`config.mk`:
```
export PLATFORM = sky130hd
export DESIGN_NAME = id_handle_table
export DESIGN_NICKNAME = d
export VERILOG_FILES = /design/src/hw/rtl/iht_pkg.sv /design/src/hw/rtl/id_handle_table.sv /design/src/hw/rtl/iht_store.sv /design/src/hw/rtl/iht_ctrl.sv
export VERILOG_INCLUDE_DIRS = /design/src /design/src/hw/rtl
export SDC_FILE = /design/constraint.sdc
export NUM_CORES = 1
export LEC_CHECK = 0
export BUFFER_PORTS_ARGS = -buffer_cell sky130_fd_sc_hd__buf_4
export CAP_MARGIN = 5
export CORE_MARGIN = 1.5
export CORE_UTILIZATION = 50
export DETAILED_ROUTE_END_ITERATION = 7
export GPL_ROUTABILITY_DRIVEN = 0
export HOLD_SLACK_MARGIN = 0.03
export PLACE_DENSITY = 0.65
export SYNTH_ARGS = -nofsm -noshare
export SYNTH_HDL_FRONTEND = slang
export SYNTH_SLANG_ARGS = --single-unit
```
`constraint.sdc`:
```
create_clock -name clk_i -period 5.9 [get_ports clk_i]
set_input_delay 0.59 -clock clk_i [delete_from_list [all_inputs] [get_ports clk_i]]
set_output_delay 0.59 -clock clk_i [all_outputs]
set_load 0.05 [all_outputs]
```
`src/hw/rtl/id_handle_table_macros.svh`:
```
// ----------------------------------------------------------------------------
// id_handle_table_macros.svh
// Assertion macros shared by the handle table RTL.
// ----------------------------------------------------------------------------
`ifndef ID_HANDLE_TABLE_MACROS_SVH
`define ID_HANDLE_TABLE_MACROS_SVH

// Same-cycle implication, checked outside reset.
`define IHT_ASSERT_IMPLIES(lbl, clk, rst_n, ante, cons) \
  lbl: assert property (@(posedge clk) disable iff (!rst_n) (ante) |-> (cons)) \
    else $error("id_handle_table: same-cycle check failed");

// Next-cycle implication, checked outside reset.
`define IHT_ASSERT_NEXT(lbl, clk, rst_n, ante, cons) \
  lbl: assert property (@(posedge clk) disable iff (!rst_n) (ante) |=> (cons)) \
    else $error("id_handle_table: next-cycle check failed");

`endif

```
`src/hw/rtl/iht_pkg.sv`:
```
// ----------------------------------------------------------------------------
// iht_pkg
// Types and constants of the id/handle table.
// ----------------------------------------------------------------------------
package iht_pkg;

  localparam int unsigned TableEntries = 8;
  localparam int unsigned IdxW    = (TableEntries > 1) ? $clog2(TableEntries) : 1;
  localparam int unsigned HandleW = 32;
  localparam int unsigned IdW     = 8;

  localparam logic [IdxW-1:0] LastIdx = IdxW'(TableEntries - 1);
  // ids run 1..255, the counter runs 0..254
  localparam logic [IdW:0]    IdCycle = (IdW+1)'(255);

  typedef enum logic [1:0] {
    ActAdd    = 2'd0,
    ActRemove = 2'd1,
    ActGet    = 2'd2,
    ActUnlock = 2'd3
  } iht_action_e;

  typedef enum logic [1:0] {
    StOk       = 2'd0,
    StFull     = 2'd1,
    StNotFound = 2'd2,
    StBusy     = 2'd3
  } iht_status_e;

  typedef enum logic {
    SmIdle = 1'b0,
    SmScan = 1'b1
  } iht_state_e;

  typedef struct packed {
    iht_action_e        action;
    logic [HandleW-1:0] object_handle;
    logic [IdW-1:0]     lookup_id;
  } iht_req_t;

  typedef struct packed {
    iht_status_e        status;
    logic [IdW-1:0]     given_id;
    logic [HandleW-1:0] found_handle;
  } iht_res_t;

  typedef struct packed {
    logic [IdW-1:0]     id;
    logic [HandleW-1:0] handle;
  } iht_entry_t;

  typedef struct packed {
    logic            en;
    logic [IdxW-1:0] addr;
    iht_entry_t      data;
  } iht_wr_t;

endpackage

```
`src/hw/rtl/id_handle_table.sv`:
```
// ----------------------------------------------------------------------------
// id_handle_table
// Table of small rolling ids mapped to 32-bit object handles.
// ----------------------------------------------------------------------------
// Usage: drive req_i and raise start_i; the word is taken at the clock edge
// where start_i is high and busy_o is low. Actions: add (takes the first free
// entry and returns a fresh id 1..255), remove (frees the entry of a handle),
// get (looks up an id, returns its handle, locks the entry) and unlock.
// The result word is on res_o for exactly one cycle with res_valid_o high;
// the receiver cannot stall it and must take it in that cycle.
// The sequencer reads one entry per cycle from the entry memory and
// checks it in a single shared comparator, stopping at the first match or
// at the last entry, and the result follows in the next cycle. busy_o is
// high during the scan and low while the result is shown, so a new word can
// be taken in that cycle.
// Reset clears all used and lock flags and the id counter at once; id and
// handle storage is not cleared, since only used entries are ever compared.
// ----------------------------------------------------------------------------
`include "id_handle_table_macros.svh"

module id_handle_table import iht_pkg::*; (
  input  logic     clk_i,
  input  logic     rst_ni,
  input  logic     start_i,
  input  iht_req_t req_i,
  output logic     busy_o,
  output logic     res_valid_o,
  output iht_res_t res_o
);

  logic [IdxW-1:0] rd_addr;
  iht_entry_t      rd_data;
  iht_wr_t         wr;

  iht_ctrl u_ctrl (
    .clk_i       (clk_i),
    .rst_ni      (rst_ni),
    .start_i     (start_i),
    .req_i       (req_i),
    .busy_o      (busy_o),
    .res_valid_o (res_valid_o),
    .res_o       (res_o),
    .rd_addr_o   (rd_addr),
    .rd_data_i   (rd_data),
    .wr_o        (wr)
  );

  iht_store u_store (
    .clk_i     (clk_i),
    .wr_i      (wr),
    .rd_addr_i (rd_addr),
    .rd_data_o (rd_data)
  );

  `IHT_ASSERT_NEXT(a_accept_busy, clk_i, rst_ni, start_i && !busy_o, busy_o)
  `IHT_ASSERT_NEXT(a_single_strobe, clk_i, rst_ni, res_valid_o, !res_valid_o)
  `IHT_ASSERT_IMPLIES(a_id_only_ok, clk_i, rst_ni, res_valid_o && res_o.given_id != '0, res_o.status == StOk && res_o.found_handle == '0)
  `IHT_ASSERT_IMPLIES(a_handle_only_ok, clk_i, rst_ni, res_valid_o && res_o.found_handle != '0, res_o.status == StOk && res_o.given_id == '0)

endmodule

```
`src/hw/rtl/iht_store.sv`:
```
// ----------------------------------------------------------------------------
// iht_store
// Entry memory: id and handle per entry, one write port, registered read.
// ----------------------------------------------------------------------------
module iht_store import iht_pkg::*; (
  input  logic            clk_i,
  input  iht_wr_t         wr_i,
  input  logic [IdxW-1:0] rd_addr_i,
  output iht_entry_t      rd_data_o
);

  iht_entry_t mem_q [TableEntries];
  iht_entry_t rd_q;

  always_ff @(posedge clk_i) begin
    if (wr_i.en) begin
      mem_q[wr_i.addr] <= wr_i.data;
    end
    rd_q <= mem_q[rd_addr_i];
  end

  assign rd_data_o = rd_q;

endmodule

```
`src/hw/rtl/iht_ctrl.sv`:
```
// ----------------------------------------------------------------------------
// iht_ctrl
// Scan sequencer: walks the entries one per cycle through a shared key
// comparator, then updates the flags, the id counter and the result.
// ----------------------------------------------------------------------------
module iht_ctrl import iht_pkg::*; (
  input  logic            clk_i,
  input  logic            rst_ni,
  input  logic            start_i,
  input  iht_req_t        req_i,
  output logic            busy_o,
  output logic            res_valid_o,
  output iht_res_t        res_o,
  output logic [IdxW-1:0] rd_addr_o,
  input  iht_entry_t      rd_data_i,
  output iht_wr_t         wr_o
);

  iht_state_e state_q, state_d;
  logic [IdxW-1:0] idx_q, idx_d;
  iht_req_t req_q, req_d;
  logic [TableEntries-1:0] used_q, used_d;
  logic [TableEntries-1:0] locked_q, locked_d;
  logic [IdW-1:0] cnt_q, cnt_d;
  iht_res_t res_q, res_d;
  logic res_valid_q, res_valid_d;

  logic [HandleW-1:0] cmp_a, cmp_b;
  logic key_eq, handle_nz, cur_used, cur_locked, hit, finish;
  logic [IdW:0] cnt_inc;

  // shared key comparator: id for get, handle otherwise
  always_comb begin
    if (req_q.action == ActGet) begin
      cmp_a = HandleW'(req_q.lookup_id);
      cmp_b = HandleW'(rd_data_i.id);
    end else begin
      cmp_a = req_q.object_handle;
      cmp_b = rd_data_i.handle;
    end
    key_eq = (cmp_a == cmp_b);
  end

  assign handle_nz  = (req_q.object_handle != '0);
  assign cur_used   = used_q[idx_q];
  assign cur_locked = locked_q[idx_q];
  assign cnt_inc    = {1'b0, cnt_q} + (IdW+1)'(1);

  always_comb begin
    if (req_q.action == ActAdd) begin
      hit = !cur_used && handle_nz;
    end else begin
      hit = cur_used && key_eq && (req_q.action == ActGet || handle_nz);
    end
    finish = (state_q == SmScan) && (hit || idx_q == LastIdx);
  end

  // next state
  always_comb begin
    state_d = state_q;
    unique case (state_q)
      SmIdle: if (start_i) state_d = SmScan;
      SmScan: if (finish) state_d = SmIdle;
      default: state_d = SmIdle;
    endcase
  end

  // datapath and outputs
  always_comb begin
    idx_d       = idx_q;
    req_d       = req_q;
    used_d      = used_q;
    locked_d    = locked_q;
    cnt_d       = cnt_q;
    res_d       = res_q;
    res_valid_d = 1'b0;
    wr_o        = '0;
    wr_o.addr   = idx_q;
    wr_o.data.id     = IdW'(cnt_inc);
    wr_o.data.handle = req_q.object_handle;

    unique case (state_q)
      SmIdle: begin
        idx_d = '0;
        if (start_i) req_d = req_i;
      end
      SmScan: begin
        idx_d = idx_q + IdxW'(1);
        if (finish) begin
          idx_d       = '0;
          res_valid_d = 1'b1;
          res_d       = '0;
          if (hit) begin
            res_d.status = StOk;
            unique case (req_q.action)
              ActAdd: begin
                res_d.given_id  = IdW'(cnt_inc);
                used_d[idx_q]   = 1'b1;
                locked_d[idx_q] = 1'b0;
                wr_o.en         = 1'b1;
                // wrap modulo 255
                cnt_d = (cnt_inc >= IdCycle) ? IdW'(cnt_inc - IdCycle) : IdW'(cnt_inc);
              end
              ActRemove: begin
                if (cur_locked) begin
                  res_d.status = StBusy;
                end else begin
                  used_d[idx_q] = 1'b0;
                end
              end
              ActGet: begin
                locked_d[idx_q]    = 1'b1;
                res_d.found_handle = rd_data_i.handle;
              end
              ActUnlock: locked_d[idx_q] = 1'b0;
              default: res_d.status = StNotFound;
            endcase
          end else if (req_q.action == ActAdd && handle_nz) begin
            res_d.status = StFull;
          end else begin
            res_d.status = StNotFound;
          end
        end
      end
      default: idx_d = '0;
    endcase
  end

  always_ff @(posedge clk_i or negedge rst_ni) begin
    if (!rst_ni) begin
      state_q     <= SmIdle;
      used_q      <= '0;
      locked_q    <= '0;
      cnt_q       <= '0;
      res_valid_q <= 1'b0;
      idx_q       <= '0;
    end else begin
      state_q     <= state_d;
      used_q      <= used_d;
      locked_q    <= locked_d;
      cnt_q       <= cnt_d;
      res_valid_q <= res_valid_d;
      idx_q       <= idx_d;
    end
  end

  always_ff @(posedge clk_i) begin
    req_q <= req_d;
    res_q <= res_d;
  end

  assign rd_addr_o   = idx_d;
  assign busy_o      = (state_q != SmIdle);
  assign res_valid_o = res_valid_q;
  assign res_o       = res_q;

endmodule

```
### Word-level counts from Yosys, hierarchy flattened

Memory sizes are Yosys's and may differ from the RTL's. A register that Yosys moved wholly into a read port is not among the register bits.
Cells that the tools add are included.

* flip-flop bits (word level): 113
* memory bits (writable): 320
* input port bits: 45
* output and inout bits: 44
* word-level logic and storage cells: 82
* memories: 1

Memory list
* u_store.mem_q: words 8, width 40, rd ports 1, clocked after memory_dff 1, wr ports 1, line iht_store.sv:12 `iht_entry_t mem_q [TableEntries];`

* add/subtract/negate cells: 3
* order comparisons: 3
* eq/ne operators: 6
* mux-type cells: 30
* bitwise operators: 6
* reduce and logical (&&, ||, !) cells: 21

Operators by type and width (number)
* two-way mux 32 bit: 2
* equality test 32 bit: 1
* one-hot mux 8 bit (2 select lines): 2
* nonzero test 32 bit: 1
* bitwise AND 8 bit: 2
* two-way mux 8 bit: 2
* bitwise OR 8 bit: 2
* two-way mux 1 bit: 14
* adder 8 x 1 -> 9 bit (second input constant): 1
* greater-or-equal comparator 9 x 8 -> 1 bit (second input constant): 1
* two-way mux 2 bit: 4
* inverter 8 bit: 1
* AND reduction 2 bit: 4
* AND reduction 4 bit: 2
* subtractor 8 bit (second input constant): 1
* binary-select mux 1 bit (select 3 bit): 2
* logical AND 1 bit: 6
* one-hot mux 3 bit (2 select lines): 1
* AND reduction 5 bit: 1
* equality test 2 bit (second input constant): 2
* < comparator 3 x 4 -> 1 bit (second input constant): 1
* nonzero test 2 bit: 2
* adder 3 x 1 -> 3 bit (second input constant): 1
* demux 1 bit (select 3 bit): 1
* 11 further kinds: 12

### Logic depth before layout (Yosys ltp)

Gate-level depths: netlist of run 1.

* depth in word-level cells: 12
* depth in mapped cells: 15
* depth with buffers taken out: 10

### Cells and area by module

A second synthesis of run 1 with hierarchy kept.

* cells, all modules: 920
* area, all modules: 18530.3 µm²

By module, submodules not included
* iht_store: times used 1, cells each 515, area each 13171.4 µm², seq. area each 10410.0 µm²
* iht_ctrl: times used 1, cells each 405, area each 5358.9 µm², seq. area each 3248.1 µm²

### Worst setup path after synthesis of run 1

No wires, ideal clock.

* path kind: reg2reg
* from: reg u_ctrl.idx_q[1]
* to: mem u_store.mem_q[6][0] (netlist bit) (enable)
* setup time: 0.437 ns
* data arrival time: 3.797 ns
* data required time: 5.463 ns
* slack: 1.665 ns
* cell stages (with the launch flop): 8
* path buffers: 2
* period minus slack after synthesis: 4.235 ns
* cells stage by stage: dfrtp_1 -> mux4_2 -> mux2_2 -> nor3b_4 -> nand2_1 -> clkbuf_1 -> clkbuf_1 -> nor2_1

* cells in the longest elaborated chain, start to end: 11
* elaborated cells on any way between the ends: 15
* those cells by class: eq/ne (1); mux (8); reduce/logical (6)

Ends and longest elaborated chain
* start, declared: line iht_ctrl.sv:20 `logic [IdxW-1:0] idx_q, idx_d;`
* start signal, assigned: line iht_ctrl.sv:143 `idx_q <= idx_d;`
* binary-select mux 1 bit (select 3 bit): line iht_ctrl.sv:45 `assign cur_used = used_q[idx_q];`
* two-way mux 1 bit (not written as such): line iht_ctrl.sv:45
* logical AND 1 bit / zero test 1 bit (equally long branches): line iht_ctrl.sv:53, iht_ctrl.sv:51
* logical AND 1 bit (on tied branches): line iht_ctrl.sv:53, iht_ctrl.sv:51
* two-way mux 1 bit: line iht_ctrl.sv:50 `if (req_q.action == ActAdd) begin`
* logical OR 1 bit: line iht_ctrl.sv:55 `finish = (state_q == SmScan) && (hit || idx_q == LastIdx);`
* logical AND 1 bit: line iht_ctrl.sv:55
* two-way mux 1 bit: line iht_ctrl.sv:89 `if (finish) begin`
* two-way mux 1 bit: line iht_ctrl.sv:82 `unique case (state_q)`
* two-way mux 1 bit: line iht_store.sv:16 `if (wr_i.en) begin`
* two-way mux 1 bit (not written as such): line iht_store.sv:17 `mem_q[wr_i.addr] <= wr_i.data;`
* end, declared: line iht_store.sv:12

Several ways; a longest one is shown, not always the timed one. The select of a mux whose other input is x is not followed.

### Worst setup path in the final report of run 1

* from: reg u_ctrl.idx_q[1]
* to: mem u_store.mem_q[7][12] (netlist bit) (enable)

Same word-level chain as after synthesis.

==> results.md, run 1 <==
* Cell Area, Placed at 19380 µm²
* Gr ovfl total at 0
* Hold Crit Class: in2reg
* I/O pins at 89
* Share of layout cells above drive strength 1 at 17.88%
* CTS tree: yes
* Die H at 193.7 µm
* Final setup margin at 1484 ps
* DRT antenna net count at 0
* Std cell rows at 69
* MaxCap Viol Count at 0
* Ys Warns at 0
* Clock Skew at 21.55 ps
* TritonCTS buffer count at 49
* Final setup violation count at 0
* First-pass GRT wire length at 62.20 mm
* Vias per cell at 5.972
* Setup CP Type: reg2reg
* Hold Path Sink: u_ctrl.wr_o[24]
* R2R setup slack at 1480 ps
* DR pass1 iterations at 8
* Crit Reg-Reg Endpoint: u_store.mem_q[7][12]
* Latest clock arrival within the worst-skew pair at 570 ps
* Htree depth at 2
* Gr usage total at 21.81%
* Post-DP HPWL at 23.26 mm
* FF-to-FF Start: u_ctrl.idx_q[1]
* Yosys cell types at 53
* Clock input transition at the sequential cells of the worst setup and hold paths at 60 ps
* Fin crit share at 74.84%
* Syn avg cell area at 16.70 µm²
* Final worst path period need at 4416 ps
* Register area share after synthesis at 75.10%
* HP Start: req_i[32]
* EDFF count, synth at 404
* Count of buffers from port buffering at 88
* Setup TNS Final at 0 ps
* Hold Violations, Final at 0
* Inserted Diodes at 0
* Initial antenna violation count at 0
* CP required at 6150 ps
* Crit Path Max Fanout at 29
* VDD IR-drop max at 380.7 µV
* CP endpoint kind: flop
* Post-DR wirelength/cell at 24.19 µm
* Starting Density at 51.01%
* # nets final at 1232
* Post-Place Worst Slack at 1483 ps
* Core Util, Final at 59.10%
* Leak pwr at 7.437 nW
* Fmax at 226.5 MHz
* Largest net degree at the start of global routing at 161
* Core area at 35660 µm²
* DRC at 6
* Post-CTS Setup Inserts at 0
* Slew Limit Fails at 0
* Design Area, Final at 21070 µm²
* Failing checks: design-rule violations
* PD cells at 499.7 nW/µm²
* Worst slew pin tran at 1030 ps
* Async S/R FF share, synth at 6.131%
* Drt first-iter violations at 832
* Worst r2r path cells at 6
* Worst Path Arrival at 4670 ps
* Ys flop type: edfxtp_1
* CTS root buffer: clkbuf_16
* RSZ-0062 raised after global routing: no
* DIE WIDTH at 193.7 µm
* Vias post-DR at 10030
* Mapped Nets at 1142
* Hold Path Depth at 1
* Area Growth Syn to Fin at 15.87%
* CTS Sinks at 473
* Cell Area, Synth at 18190 µm²
* Post-CTS sizing at 0
* Vias in the first global route at 10190
* Max Root-Sink Buffers at 3
* Yosys reg bits at 473
* Startpoint types: flop
* Outcome: finished with violations
* Slew headroom at 31.16%
* Cells after Synth at 1089
* Drt total wl at 40.65 mm
* DIE AREA at 37530 µm²
## timing repair
action,in CTS,in global routing
setup endpoints to repair,0,0
hold buffers,1,0
hold endpoints to repair,29,0
## state kept, by name, summed over array words and instances (netlist names), named ones only
register	cells
u_store.rd_data_o	40
u_ctrl.wr_o	32
u_ctrl.idx_q	3
u_ctrl.cnt_q	8
u_ctrl.req_q	10
u_store.mem_q	320
u_ctrl.res_valid_o	1
u_ctrl.res_o	42
u_ctrl.busy_o	1
## stage by stage
| step | hold slack, ps | cells | total power, mW |
|---|---|---|---|
| 2_1_floorplan | 294.4 | 1089 | 6.560 |
| 4_1_cts | 170.6 | 1679 | 10.61 |
| 3_3_place_gp | 479.5 | 1587 | 7.371 |
| 3_5_place_dp | 476.8 | 1587 | 7.428 |
| 6_report | 196.4 | 1680 | 10.53 |
| 5_1_grt | 177.4 | 1680 | 11.01 |
## how the worst max path moves through the flow
| stage | startpoint | slack (ps) | depth (start not counted) | to |
|---|---|---|---|---|
| floorplan | u_ctrl.idx_q[1] | 1670 | 7 | u_store.mem_q[6][0] |
| global placement | u_ctrl.idx_q[1] | 1630 | 6 | u_store.mem_q[7][37] |
| global route | u_ctrl.idx_q[1] | 1240 | 6 | u_store.mem_q[7][12] |
| finish | u_ctrl.idx_q[1] | 1480 | 6 | u_store.mem_q[7][12] |
| CTS | u_ctrl.idx_q[1] | 1450 | 6 | u_store.mem_q[7][12] |
| detailed placement | u_ctrl.idx_q[1] | 1480 | 6 | u_store.mem_q[7][37] |
## cell families (layout without fill, tap and decap cells)
| group | count (synthesis) | in the layout | share of synthesized area (%) |
|---|---|---|---|
| xor gates and xnor gates | 40 | 40 | 1.926 |
| muxes | 113 | 113 | 6.557 |
| and+or+nand+nor | 132 | 132 | 4.087 |
| adders and majority gates | 8 | 8 | 0.5504 |
| AOI/OAI and AO/OA | 232 | 232 | 9.632 |
| buffers and inverters | 91 | 221 | 2.147 |
| DFF | 473 | 473 | 75.10 |
## cells in the mapped netlist, types with 3 or more instances
cell type	number	share of area, %
a21oi_1	4	0.11
a31oi_1	4	0.14
and3_1	36	1.2
buf_2	27	0.74
buf_4	4	0.17
clkbuf_1	39	0.80
dfrtp_1	29	4.0
dfxtp_1	40	4.4
edfxtp_1	404	67
ha_1	8	0.55
inv_1	19	0.39
mux2_2	7	0.43
mux2i_1	100	5.5
mux4_2	4	0.50
nand2_1	19	0.39
nand2b_1	5	0.17
nand3_1	8	0.22
nand4_1	5	0.17
nor2_1	28	0.58
nor3_1	3	0.083
nor4_1	15	0.52
o211ai_1	40	1.7
o21a_1	41	1.7
o21ai_0	18	0.50
o21ai_1	28	0.77
o221ai_1	80	3.9
o31ai_1	3	0.12
xnor2_1	12	0.58
xor2_1	28	1.3
## worst max-delay path: stages, from the launching register on
cell and delay [ps]:
dfrtp_1 680, mux4_2 570, mux2_2 340, nor3b_4 420, nand2_1 670, nor2_4 1030
buf_4 370
## cells in the final DEF (no fill, tap or decap), types with 7 or more instances in the layout
| cell type | synthesis | routed |
|---|---|---|
| nor2_1 | 28 | 22 |
| edfxtp_1 | 404 | 404 |
| o21ai_0 | 18 | 18 |
| mux2_2 | 7 | 7 |
| o21ai_1 | 28 | 28 |
| inv_1 | 19 | 18 |
| xnor2_1 | 12 | 12 |
| clkbuf_16 | 0 | 51 |
| o211ai_1 | 40 | 40 |
| clkinvlp_4 | 0 | 8 |
| mux2i_1 | 100 | 100 |
| o221ai_1 | 80 | 80 |
| clkbuf_1 | 39 | 9 |
| dfxtp_1 | 40 | 40 |
| dfrtp_1 | 29 | 29 |
| nor4_1 | 15 | 15 |
| buf_4 | 4 | 104 |
| nand2_1 | 19 | 19 |
| xor2_1 | 28 | 28 |
| and3_1 | 36 | 34 |
| ha_1 | 8 | 8 |
| o21a_1 | 41 | 40 |
| nand3_1 | 8 | 8 |
## power by group
part	switching [mW]	internal, mW
Combinational	1.74	1.07
Sequential	0.365	4.19
Clock	1.27	1.90
Total	3.37	7.16
## per-layer routing
layer  up-vias  part of all wire (%)  GRT usage [%]
met5         -                     0              0
met4         0                   2.2          6.853
met3        64                   5.5          3.409
met2       304                    48          35.04
met1      5147                    44          30.82
li1       4518                     -              -
## cell type report
cell class	count	area (µm²)
Fill cell	2676	14580
Sequential cell	473	13660
Multi-Input combinational cell	525	4195
Clock buffer	64	1365
Timing Repair Buffer	111	895.9
Tap cell	461	576.8
Clock inverter	27	310.3
Inverter	19	71.32
Power figures use the tool's default switching activity.
==> run 2: changes to the inputs <==
==> constraint.sdc (replaced) <==
create_clock -name clk_i -period 4.2 [get_ports clk_i]
set_input_delay 0.42 -clock clk_i [delete_from_list [all_inputs] [get_ports clk_i]]
set_output_delay 0.42 -clock clk_i [all_outputs]
set_load 0.05 [all_outputs]
==> run 2 against run 1 <==
The run still ends with design-rule violations left. Cell count grew 2.7%. Sequential power grew 40%. First-iteration DRC count shrank 1.4%. Sequential cell count is the same. Setup slack lost 1200 ps. Critical endpoint is now u_ctrl.res_o[1]. Maximum frequency grew 12%. Register-to-register slack lost 1200 ps.
==> results.md, run 2 (synthesis gave the netlist of run 1 again) <==
* Worst slew pin tran at 1138 ps
* Core Util, Final at 60.29%
* RSZ-0062 raised after global routing: no
* Failing checks: design-rule violations
* Startpoint types: flop
* Commonest non-fill, non-tap cell in the layout: edfxtp_1
* Starting Density at 51.01%
* CTS tree: yes
* Share of layout cells above drive strength 1 at 18.81%
* Final worst path period need at 3938 ps
* Final setup violation count at 0
* Slew Limit Fails at 0
* Initial antenna violation count at 2
* MaxCap Viol Count at 0
* Fin crit share at 93.75%
* Hold Crit Class: in2reg
* Design Area, Final at 21500 µm²
* Worst r2r path cells at 11
* Setup TNS Final at 0 ps
* Std cell rows at 69
* FF-to-FF Start: u_ctrl.req_q[40]
* DR pass1 iterations at 8
* Hold Violations, Final at 0
* Crit Path Max Fanout at 22
* Post-DP HPWL at 23.44 mm
* Latest clock arrival within the worst-skew pair at 560 ps
* Drt total wl at 41.33 mm
* Fmax at 254.0 MHz
* Area Growth Syn to Fin at 18.20%
* DIE AREA at 37530 µm²
* Leak pwr at 7.670 nW
* Fillers at 2639
* Worst Path Arrival at 4170 ps
* Post-CTS Setup Inserts at 0
* Outcome: finished with violations
* R2R setup slack at 260 ps
* First-pass GRT wire length at 62.62 mm
* Cell Area, Placed at 19730 µm²
* CTS Sinks at 473
* Setup CP Type: reg2reg
* I/O pins at 89
* Inserted Diodes at 0
* Max Root-Sink Buffers at 3
* Vias post-DR at 10270
* VDD IR-drop max at 435.3 µV
* DRC at 6
* CTS root buffer: clkbuf_16
* Gr ovfl total at 0
* Most frequent cells in the layout: 404 x edfxtp_1, 116 x buf_4, 100 x mux2i_1
* Hold Path Sink: u_ctrl.wr_o[4]
* Drt first-iter violations at 820
* Gr usage total at 22.07%
* Largest register FFs at 320
* CP endpoint kind: flop
* Slew headroom at 24.10%
* Die H at 193.7 µm
* Crit Reg-Reg Endpoint: u_ctrl.res_o[1]
* CP required at 4440 ps
* Core area at 35660 µm²
* HP Start: req_i[12]
* PD cells at 678.8 nW/µm²
* Htree depth at 2
* Vias in the first global route at 10380
* Post-DR wirelength/cell at 23.95 µm
* DIE WIDTH at 193.7 µm
* Clock Skew at 17.36 ps
* Most flops, register: u_store.mem_q
* Clock input transition at the sequential cells of the worst setup and hold paths at 60 ps
* # nets final at 1279
* Hold Path Depth at 1
* Count of buffers from port buffering at 88
* DRT antenna net count at 0
* TritonCTS buffer count at 48
* Largest net degree at the start of global routing at 97
* Vias per cell at 5.949
* Post-CTS sizing at 0
==> run 2: cell count changes in the layout (fill, tap and decap cells not counted), moves of 4 or more <==
cell,previous run,this run
buf_4,104,116
buf_12,5,18
clkinv_2,5,13
dlygate4sd3_1,1,24
bufinv_16,6,2
clkinvlp_4,8,1
==> run 2: worst max path at each step <==
| stage | to | slack, ps | startpoint | cells after the start |
|---|---|---|---|---|
| 3_3_place_gp | u_store.rd_data_o[33] | 330 | u_ctrl.req_q[40] | 12 |
| 3_5_place_dp | u_store.rd_data_o[28] | 170 | u_ctrl.req_q[40] | 11 |
| 6_report | u_ctrl.res_o[1] | 260 | u_ctrl.req_q[40] | 11 |
| 5_1_grt | u_ctrl.res_o[2] | 40 | u_ctrl.req_q[40] | 11 |
| 4_1_cts | u_store.rd_data_o[28] | 220 | u_ctrl.req_q[40] | 11 |
| 2_1_floorplan | u_store.mem_q[6][0] | -30 | u_ctrl.idx_q[1] | 7 |
==> run 2: critical path, stage by stage (launching register included) <==
cell and delay [ps]:
edfxtp_1 390, inv_1 110, ha_1 580, buf_4 250
mux2i_1 230, xnor2_1 140, nand4_1 180, nor4_4 460
nand2_1 120, nand2_1 120, o21a_2 670, buf_4 370
==> run 2: stage by stage <==
| step | instances | hold WS, ps | total power [mW] | setup WS, ps |
|---|---|---|---|---|
| after floorplan | 1089 | 124.4 | 9.214 | -34.90 |
| final | 1726 | 49.48 | 14.59 | 262.4 |
| after CTS | 1724 | 30.39 | 14.66 | 218.6 |
| after global routing | 1726 | 30.04 | 15.28 | 43.44 |
| after global placement | 1612 | 374.6 | 10.52 | 333.4 |
| after detailed placement | 1612 | 373.8 | 10.58 | 172.6 |
==> run 2: power breakdown <==
part	switching [mW]	total (mW)	internal (mW)	leakage, nW
sequential	0.515	6.40	5.89	4.39
combinational	2.48	4.13	1.65	2.53
clock	1.71	4.06	2.35	0.753
==> run 2: timing repair <==
item | in CTS | in global routing
hold buffers | 23 | 1
hold endpoints to repair | 51 | 1
setup endpoints to repair | 0 | 11
==> run 2: area by class of cell <==
| class | instances | area (µm²) | area share [%] |
|---|---|---|---|
| Multi-Input combinational cell | 526 | 4207 | 19.57 |
| Inverter | 19 | 71.32 | 0.3318 |
| Tap cell | 461 | 576.8 | 2.683 |
| Timing Repair Buffer | 158 | 1471 | 6.845 |
| Clock inverter | 24 | 175.2 | 0.8149 |
| Clock buffer | 65 | 1336 | 6.217 |
| Sequential cell | 473 | 13660 | 63.54 |
==> run 2: per-layer routing <==
layer  vias up  GRT usage (%)  share of wire (%)
met5         -              0              0.041
met4         2          6.649                2.3
met3        73          3.461                5.0
met2       286          36.54                 49
met1      5294          30.31                 44
li1       4613              -                  -
==> run 3: changes to the inputs <==
--- a/config.mk
+++ b/config.mk
@@ -6,6 +6,7 @@
 export SDC_FILE = /design/constraint.sdc
 export NUM_CORES = 1
 export LEC_CHECK = 0
+export ABC_AREA = 1
 export BUFFER_PORTS_ARGS = -buffer_cell sky130_fd_sc_hd__buf_4
 export CAP_MARGIN = 5
 export CORE_MARGIN = 1.5
==> run 3 against run 2 <==
The run now ends clean. Clock-buffer cell count rose by 12. Sequential cell count unchanged. Critical path type unchanged. Cell count is 43% higher. Cell area rose by 8.5%. Sequential share of layout area is 5.0 points lower. Utilization is 0.35 points lower.
==> results.md, run 3 <==
* Outcome: completed
* Yosys reg bits at 473
* Area contributors post-synth: edfxtp_1 61%, nand2_1 8.8%, dfxtp_1 4.0%, inv_1 4.0%, dfrtp_1 3.7%
* I/O pins at 89
* CP required at 4470 ps
* First-pass GRT wire length at 74.97 mm
* Drt total wl at 48.26 mm
* Count of buffers from port buffering at 88
* Vias in the first global route at 13010
* Cell Area, Placed at 21250 µm²
* Gr usage total at 23.93%
* Max Root-Sink Buffers at 3
* Post-DR wirelength/cell at 19.52 µm
* Register area share after synthesis at 68.91%
* Largest register FFs at 320
* Top cell type's share of synthesized area at 61.21%
* Startpoint types: flop
* CTS tree: yes
* CTS root buffer: clkbuf_16
* Share of layout cells above drive strength 1 at 16.17%
* Yosys cell types at 33
* Crit Path Max Fanout at 19
* Inserted Diodes at 0
* Final setup margin at 332.3 ps
* Cell Area, Synth at 19820 µm²
* MaxCap Viol Count at 0
* CP endpoint kind: flop
* Synth Area in Compound Gates at 6.124%
* Commonest non-fill, non-tap cell in the layout: nand2_1
* Clock input transition at the sequential cells of the worst setup and hold paths at 60 ps
* Latest clock arrival within the worst-skew pair at 580 ps
* Gr ovfl total at 0
* VDD IR-drop max at 500.0 µV
* HP Start: start_i
* Hold Path Sink: u_ctrl.busy_o
* Yosys top cell by area: edfxtp_1
* Fin crit share at 92.09%
* # nets final at 1966
* Final setup violation count at 0
* Ys flop type: edfxtp_1
* Design Area, Final at 23330 µm²
* Htree depth at 2
* Hold Path Depth at 3
* Leak pwr at 9.495 nW
* EDFF count, synth at 404
* Core area at 38920 µm²
* R2R setup slack at 330 ps
* Vias per cell at 5.329
* Syn avg cell area at 11.24 µm²
* Fmax at 258.6 MHz
* Die H at 202.1 µm
* Mapped Nets at 1817
* Worst r2r path cells at 18
* Final worst path period need at 3868 ps
* Initial antenna violation count at 0
* Largest net degree at the start of global routing at 100
* DR pass1 iterations at 5
* Drt first-iter violations at 1104
* Post-synthesis xor/xnor area fraction at 0.9722%
* Worst slew pin tran at 987.6 ps
* Most frequent cells in the layout: 465 x nand2_1, 404 x edfxtp_1, 212 x inv_1
* DRT antenna net count at 0
* Clock Skew at 19.68 ps
* Slew Limit Fails at 0
* Most flops, register: u_store.mem_q
* Worst Path Arrival at 4140 ps
* Setup CP Type: reg2reg
* RSZ-0062 raised after global routing: no
* Count leader, synth: nand2_1
* Main combinational cell family by area after synthesis: simple AND/OR/NAND/NOR gates
* CTS Sinks at 473
* Post-DP HPWL at 27.74 mm
* Placed Instances at 2336
* DIE AREA at 40840 µm²
* Std cell rows at 72
* DIE WIDTH at 202.1 µm
* PD cells at 665.8 nW/µm²
* Post-synth top cells: 465 x nand2_1, 404 x edfxtp_1, 213 x inv_1, 135 x nand3_1, 100 x nor2_1
* Area Growth Syn to Fin at 17.70%
* DRC at 0
* Slew headroom at 34.16%
* Ys Warns at 0
* TritonCTS buffer count at 50
* Starting Density at 50.93%
* FF-to-FF Start: u_ctrl.req_q[40]
* Post-Synth Adder-Cell Area at 0.5051%
* Cells after Synth at 1764
* Vias post-DR at 13170
* Async S/R FF share, synth at 6.131%
* Post-Place Worst Slack at 369.0 ps
* Crit Reg-Reg Endpoint: u_store.mem_q[1][29]
* Synth Area in Simple Gates at 17.35%
* Final Instance Count excl. Fillers at 2472
* Hold Violations, Final at 0
* Hold Crit Class: in2reg
* Mux share of post-synthesis cell area at 0%
[run 3: cell types whose count changed after synthesis, moves of 24 or more]
cell | previous run | this run
nand3_1 | 8 | 135
o21a_1 | 41 | 0
o21bai_1 | 2 | 40
inv_1 | 19 | 213
nor2_1 | 28 | 100
xor2_1 | 28 | 4
or2_2 | 0 | 82
nand2_1 | 19 | 465
o211ai_1 | 40 | 0
mux2i_1 | 100 | 0
o21ai_1 | 28 | 0
o2111ai_1 | 0 | 80
and3_1 | 36 | 0
o221ai_1 | 80 | 0
[run 3: kinds of logic after synthesis]
logic type	Yosys count
and+or+nand+nor	802
DFF	473
buffers and inverters	303
AOI/OAI and AO/OA	156
xor gates and xnor gates	22
adders and majority gates	8
[run 3: repair_timing]
item                                   4_1_cts  5_1_grt
resized for setup                            0        1
setup buffers                                0        0
setup endpoints to repair                    0       35
endpoints found under the hold margin       71        0
hold buffers                                43        0
[run 3: critical path: stages, from the launching register on]
cell      delay (ps)
edfxtp_1         390
inv_1            130
ha_1             440
inv_2            170
nand2_1          130
nand2_1           60
a21oi_1          140
nand2_1           70
nor2_1            90
nand2_1           60
nor2_1           120
nand2_2          110
nand2_2          100
nand2_1          130
inv_1             80
nand2_1          250
buf_4            270
nor2_4           530
buf_12           270
[run 3: how the worst max path moves through the flow]
stage,start,depth (start not counted),slack (ps),to
after floorplan,u_ctrl.req_q[40],18,-1020,u_store.mem_q[4][0]
after global placement,u_ctrl.req_q[40],20,490,u_store.mem_q[1][25]
after detailed placement,u_ctrl.req_q[40],19,370,u_store.mem_q[7][1]
after CTS,u_ctrl.req_q[40],17,310,u_store.mem_q[7][15]
after global routing,u_ctrl.req_q[40],20,20,u_store.mem_q[1][29]
final,u_ctrl.req_q[40],18,330,u_store.mem_q[1][29]
[run 3: power by group]
part	switching (mW)	total [mW]	internal [mW]
clock	1.77	4.40	2.64
combinational	3.56	5.02	1.46
sequential	0.339	6.11	5.77
total	5.67	15.5	9.86
[run 3: cell type report]
cell class,instances,area [µm²]
fill,3154,15590
sequential,473,13660
multi-input combinational,988,5011
timing repair buffer,183,1548
clock buffer,77,1464
inverter,217,815.8
tap,518,648.1
clock inverter,16,177.7
[run 3: metrics by stage]
step           power, mW  hold WS [ps]  utilization, %  TNS [ps]
3_5_place_dp       11.18         373.1           54.60         0
4_1_cts            15.62         120.4           59.93         0
3_3_place_gp       11.10         368.8           54.60         0
6_report           15.53         144.7           59.94         0
5_1_grt            16.38         191.3           59.94         0
2_1_floorplan      9.511         124.4               -   -163710
[run 3: per-layer routing]
metal / share of wire (%) / global-route usage, % / vias to the layer above
li1: - / - / 6251
met5: 0 / 0 / -
met1: 44 / 33.00 / 6459
met3: 5.1 / 3.160 / 64
met4: 2.2 / 7.407 / 0
met2: 49 / 39.74 / 399
